### src/rtl/sdbp_pkg.sv
// Shared types and constants of the sampling dead-block predictor.
package sdbp_pkg;

    localparam int TAG_W   = 64;
    localparam int ADDR_W  = 64;
    localparam int SET_IN_W = 5;
    localparam int CTR_W   = 3;
    localparam int SHIFT_W = 6;

    localparam logic [CTR_W-1:0]   CTR_MAX = 3'h7;
    localparam logic [CTR_W-1:0]   CTR_MIN = 3'h0;
    localparam logic [SHIFT_W-1:0] TAG_SHIFT_RESET = 6'd17;

    localparam int APB_ADDR_W = 3;
    localparam logic [APB_ADDR_W-1:0] REG_TAG_SHIFT = 3'h0;

    typedef enum logic [1:0] {
        ST_IDLE,
        ST_EVAL,
        ST_UPDATE
    } state_t;

    typedef struct packed {
        logic [CTR_W-1:0] prediction;
        logic             sampler_hit;
    } res_t;

endpackage

### src/rtl/sdbp_front.sv
// Front part: accepts accesses, forms tag, counter index and sampler set, and queues them.
module sdbp_front import sdbp_pkg::*; #(
    parameter int SAMPLER_SETS = 32,
    parameter int PRED_ENTRIES = 4096,
    localparam int SW = (SAMPLER_SETS > 1) ? $clog2(SAMPLER_SETS) : 1,
    localparam int PW = $clog2(PRED_ENTRIES),
    localparam int IW = TAG_W + PW + 1 + SW
) (
    input  logic                clk,
    input  logic                rst_n,
    input  logic                push,
    output logic                full,
    input  logic [ADDR_W-1:0]   address,
    input  logic [ADDR_W-1:0]   program_counter,
    input  logic                set_sampled,
    input  logic [SET_IN_W-1:0] sampler_index,
    input  logic [SHIFT_W-1:0]  tag_shift,
    input  logic                busy,
    output logic                item_valid,
    output logic [IW-1:0]       item_data,
    input  logic                item_pop
);

    logic [SW-1:0] mod_tab [2**SET_IN_W];
    logic [SW-1:0] set_mod;
    logic [TAG_W-1:0] tag;
    logic [IW-1:0] item_in;
    logic [IW-1:0] slot_reg [2];
    logic wr_ptr_reg;
    logic rd_ptr_reg;
    logic [1:0] count_reg;
    logic do_push;

    for (genvar k = 0; k < 2**SET_IN_W; k++)
    begin : g_mod
        localparam int R = k % SAMPLER_SETS;
        assign mod_tab[k] = SW'(R);
    end

    assign set_mod = mod_tab[sampler_index];
    assign tag = address >> tag_shift;
    assign item_in = {tag, program_counter[PW-1:0], set_sampled, set_mod};

    assign full = (count_reg == 2'd2) || busy;
    assign do_push = push && !full;
    assign item_valid = (count_reg != 2'd0);
    assign item_data = slot_reg[rd_ptr_reg];

    always_ff @(posedge clk)
    begin
        if (do_push)
        begin
            slot_reg[wr_ptr_reg] <= item_in;
        end
    end

    always_ff @(posedge clk or negedge rst_n)
    begin
        if (!rst_n)
        begin
            wr_ptr_reg <= 1'b0;
            rd_ptr_reg <= 1'b0;
            count_reg  <= 2'd0;
        end
        else
        begin
            if (do_push)
            begin
                wr_ptr_reg <= !wr_ptr_reg;
            end
            if (item_pop)
            begin
                rd_ptr_reg <= !rd_ptr_reg;
            end
            count_reg <= 2'(count_reg + {1'b0, do_push} - {1'b0, item_pop});
        end
    end

endmodule

### config.mk
export PLATFORM = sky130hd
export DESIGN_NAME = sdbp_front
export DESIGN_NICKNAME = d
export VERILOG_FILES = /design/src/rtl/sdbp_pkg.sv /design/src/rtl/sdbp_front.sv
export SDC_FILE = /design/constraint.sdc
export NUM_CORES = 1
export LEC_CHECK = 0
export ABC_AREA = 1
export BUFFER_PORTS_ARGS = -buffer_cell sky130_fd_sc_hd__buf_2
export CORE_ASPECT_RATIO = 0.6
export CORE_MARGIN = 4
export CORE_UTILIZATION = 50
export CTS_BUF_LIST = sky130_fd_sc_hd__clkbuf_4 sky130_fd_sc_hd__clkbuf_8 sky130_fd_sc_hd__clkbuf_16
export CTS_CLUSTER_SIZE = 25
export DETAILED_ROUTE_END_ITERATION = 10
export PLACE_DENSITY = 0.74
export SLEW_MARGIN = 20
export SYNTH_ARGS = -nofsm -noshare
export SYNTH_HDL_FRONTEND = slang
export SYNTH_SLANG_ARGS = --single-unit
### constraint.sdc
create_clock -name clk -period 5.6 [get_ports clk]
set_clock_uncertainty 0.05 [all_clocks]
set_input_delay 1.12 -clock clk [delete_from_list [all_inputs] [get_ports clk]]
set_output_delay 1.12 -clock clk [all_outputs]
set_load 0.02 [all_outputs]
# After elaboration in Yosys (flattened, before gate mapping)
# Memory sizes are Yosys's and may differ from the RTL's.
# Cells that the tools add are included.
dict set report op_classes {
  muxes 4
  bitwise 1
  order_cmp 1
  n_eq_ne 1
  n_shift 1
  reduce_logical 6
  add_sub_neg 2
}
# cell count
set ops {}
lappend ops {{$shr A64 B6 Y64} 1}
lappend ops {{$mux W5} 2}
lappend ops {{$ge A6 B6 Y1 const B} 1}
lappend ops {{$not A5 Y6} 1}
lappend ops {{$logic_not A1 Y1} 3}
lappend ops {{$add A2 B1 Y2} 1}
lappend ops {{$eq A2 B2 Y1 const B} 1}
lappend ops {{$mux W1} 2}
lappend ops {{$reduce_bool A2 Y1} 1}
lappend ops {{$sub A2 B1 Y2} 1}
lappend ops {{$logic_and A1 B1 Y1} 1}
lappend ops {{$logic_or A1 B1 Y1} 1}
dict set report word_totals {
  rom_bits 160
  mem_bits_rw 164
  output_inout_bits 84
  n_memories 2
  ff_bits 4
}
# memory depth width rd rd_clocked_by_memory_dff write_ports line
set mem_list {}
lappend mem_list {slot_reg 2 82 1 0 1 sdbp_front.sv:28} ;# logic [IW-1:0] slot_reg [2];
lappend mem_list {{(no name shown)} 32 5 1 0 0 sdbp_front.sv:40} ;# assign set_mod = mod_tab[sampler_index];

# Logic depth before layout (Yosys ltp)
dict set report logic_depth {
  depth_word 6
  depth_mapped 12
  depth_no_buf 11
}

# Least setup slack after synthesis
# OpenSTA, ideal clock, no wires.
dict set report synth_timing {
  path_type {input to register}
  startpoint {in busy}
  endpoint {mem slot_reg[0][0] (netlist bit), enable pin}
  arrival_ps 4761
  required_ps 5027
  setup_slack_ps 266
  path_stages 3
  cell_sequence {inv_1 -> nand3_1 -> nor2_1}
}
dict set report synth_via {
  elab_chain_len 5
}
# item line
set synth_lines {}
lappend synth_lines {{start, declared} sdbp_front.sv:18} ;# input logic busy,
lappend synth_lines {{$logic_or A1 B1 Y1} sdbp_front.sv:44} ;# assign full = (count_reg == 2'd2) || busy;
lappend synth_lines {{$logic_not A1 Y1} sdbp_front.sv:45} ;# assign do_push = push && !full;
lappend synth_lines {{$logic_and A1 B1 Y1} sdbp_front.sv:45}
lappend synth_lines {{$mux W1} sdbp_front.sv:51} ;# if (do_push)
lappend synth_lines {{$mux W1 (not written as such)} sdbp_front.sv:53} ;# slot_reg[wr_ptr_reg] <= item_in;
lappend synth_lines {{end, declared} sdbp_front.sv:28}
# Every way passes these cells.

# Worst setup path after layout
dict set report layout_timing {
  startpoint {reg rd_ptr_reg}
  endpoint {out item_data[77]}
}
dict set report layout_via {
  elab_chain_len 1
}
# item line
set layout_lines {}
lappend layout_lines {{start, declared} sdbp_front.sv:30} ;# logic rd_ptr_reg;
lappend layout_lines {{start signal, assigned} sdbp_front.sv:73} ;# rd_ptr_reg <= !rd_ptr_reg;
lappend layout_lines {{$mem_v2 Z2 W82} --}
lappend layout_lines {{end, declared} sdbp_front.sv:20} ;# output logic [IW-1:0] item_data,
# Every way passes these cells.

==> out/qor.yml <==
synth.ff_latch_count: 168
final-hold-violation-count: 0
viasPerCell: 5.84
grt_setup_unrepaired: "no"
run_status: "complete, no violations"
pre_cts_ws_ps: 1690
critical_path.cell_chain: "buf_4, mux2_2, buf_2"
routed_wl_um: 29400
syn-instance-count: 1181
via_count_of_the_first_global_routing_pass: 8303
vdd_ir_drop_max_mv: 0.439
postSynthAreaPerCell_sq_um: 8.61
initial_antenna_violation_count: 0
finalCritPeriodShare_pct: 65.9
n_antenna_cell: 0
synth.net_count: 1328
kind_of_cell_adding_the_most_delay_to_the_critical_path: "flip-flops"
synthesis.area_sq_um: 10200
num-nets-final: 1449
cts.repair_timing.setup_buffer_count: 0
worst_path_max_delay_cell: "dfrtp_4"
cap_violations: 0
worstSetupStartpoint: "rd_ptr_reg"
placeableCoreArea_sq_um: 20000
cts.path.max_buffers: 2
cts_made_buffers: 17
clock-sinks: 168
placedCellCount: 1556
postCtsResizedCells: 0
crit_path_start_kind: "flop"
ant_nets: 0
drv_slew: 0
critical_path.endpoint_type: "output pin"
drive_gt1_share_pct: 23.7
1st_pass_router_iterations: 6
die-area_sq_um: 22800
syn2layout_area_growth_pct: 14.1
grt_overflow_total: 0
finalSetupViolations: 0
most_frequent_standard_cell_in_the_layout_excluding_fill_and_tap_cells: "nand3_1"
drt_iter0_markers: 1343
wl_per_cell_um: 18.5
regToRegEndpoint: "slot_reg[1][6]"
fmax_mhz: 271
layout.filler_cells: 1788
grt_first_pass_wirelength_um: 45000
dieHeight_um: 118
ws_path_type: "reg -> out"
clockRootBuffer: "clkbuf_16"
worst-path-buf-inv: 2
synth_warnings: 0
crit_arrival_ps: 2520
ioPinCount: 229
power.static_leakage_nw: 4.99
worstMarginPinSlew_ps: 1060
fin_setup_tns_ps: 0
clk_transition_reported_paths_ps: 60
slew_headroom_pct: 29.5
worst_ep_required_time_ps: 4430
synth_cell_types: 26
hold_path.class: "in -> async"
track_usage_pct: 25.4
cpPeakStageDelay_ps: 960
start_util_pct: 50.9
pin_count_of_the_biggest_net_entering_global_routing: 76
clock_h_tree_levels: 4
detailed_place_hpwl_um: 21300
vias: 9276
layout.cells.non_filler: 1588
reg2reg_depth: 4
io_buffer_count: 176
power_density_over_the_cells_nw_per_um2: 372
gp_congestion: 0.957
synth.yosys.seq_area_share_pct: 49.4
largest_register_ff_count: 164
cts_tree: "done"
cts_hold_repair.buffers: 0
setup_slack_ps: 1910
r2r-start: "count_reg[1]"
critical_path.max_fanout: 60
remaining_drc_errors: 0
top_library_cells_by_usage_in_the_layout_fill_and_taps_aside: "nand3_1 (397), nand2_1 (373), buf_2 (176)"
reg2reg_slack_ps: 3210
std_cell_rows: 40
clk-insertion-delay-late_ps: 410
layout_min_cycle_time_ps: 3690
die_w_um: 192
fin_util_pct: 58.1
power breakdown:
part	total [W]	internal [W]	switching (W)	leakage, nW
sequential	0.00171	0.00159	0.000127	1.56
combinational	0.00151	0.000562	0.000947	3.16
clock	0.00110	0.000619	0.000476	0.267
total	0.00432	0.00277	0.00155	4.99
logic make-up after synthesis:
kind of cell    after synthesis  share of synthesized area, %
xor+xnor                      4                         0.345
fa+ha+maj                     2                         0.246
mux                          82                          9.08
buf+inv                     101                          5.02
compound gates                3                         0.197
simple gates                821                          35.7
flops                       168                          49.4
how the worst max path moves through the flow:
stage,endpoint,slack [ps],cells past startpoint
final,item_data[77],1910,3
after detailed placement,slot_reg[1][75],1690,11
after global placement,slot_reg[0][75],1680,11
after global routing,slot_reg[1][75],1750,11
after floorplan,slot_reg[0][0],270,3
after CTS,item_data[77],1930,3
through the flow:
stage	power, W	hold WS, ps	area (sq um)
finish	0.00432	449	11600
global route	0.00452	438	11600
floorplan	0.00277	442	10200
CTS	0.00433	432	11600
global placement	0.00322	464	11000
detailed placement	0.00323	473	11000
synth_stat cells (all sizes together):
| master | n | area share [%] |
|---|---|---|
| mux2 | 82 | 9.1 |
| clkinv | 1 | 0.037 |
| inv | 14 | 0.54 |
| buf | 60 | 3.5 |
| xor2 | 2 | 0.17 |
| nand4 | 7 | 0.43 |
| nor3 | 12 | 0.59 |
| nand3 | 397 | 20 |
| a21boi | 2 | 0.15 |
| o21ai | 1 | 0.049 |
| xnor2 | 2 | 0.17 |
| nor2 | 25 | 0.95 |
| edfxtp | 164 | 48 |
| or2 | 1 | 0.062 |
| dfrtp | 4 | 0.98 |
| ha | 2 | 0.25 |
| nand2 | 375 | 14 |
| and3 | 4 | 0.25 |
| clkbuf | 26 | 0.96 |
routing by layer:
| metal | share of wire, % | GRT usage (%) |
|---|---|---|
| met5 | 0 | 0 |
| met4 | 1.0 | 4.94 |
| met2 | 41 | 34.0 |
| met1 | 46 | 40.6 |
| met3 | 13 | 7.44 |
final cells by class:
cell class	count	area, sq um	share of cell area, %
repair buffers	188	971	8.36
clock buffers	18	433	3.73
clock inverters	14	125	1.08
well taps	273	342	2.94
flip-flops and latches	168	5030	43.3
inverters	15	58.8	0.507
multi-input cells	912	4650	40.1
Power figures use the tool's default switching activity.
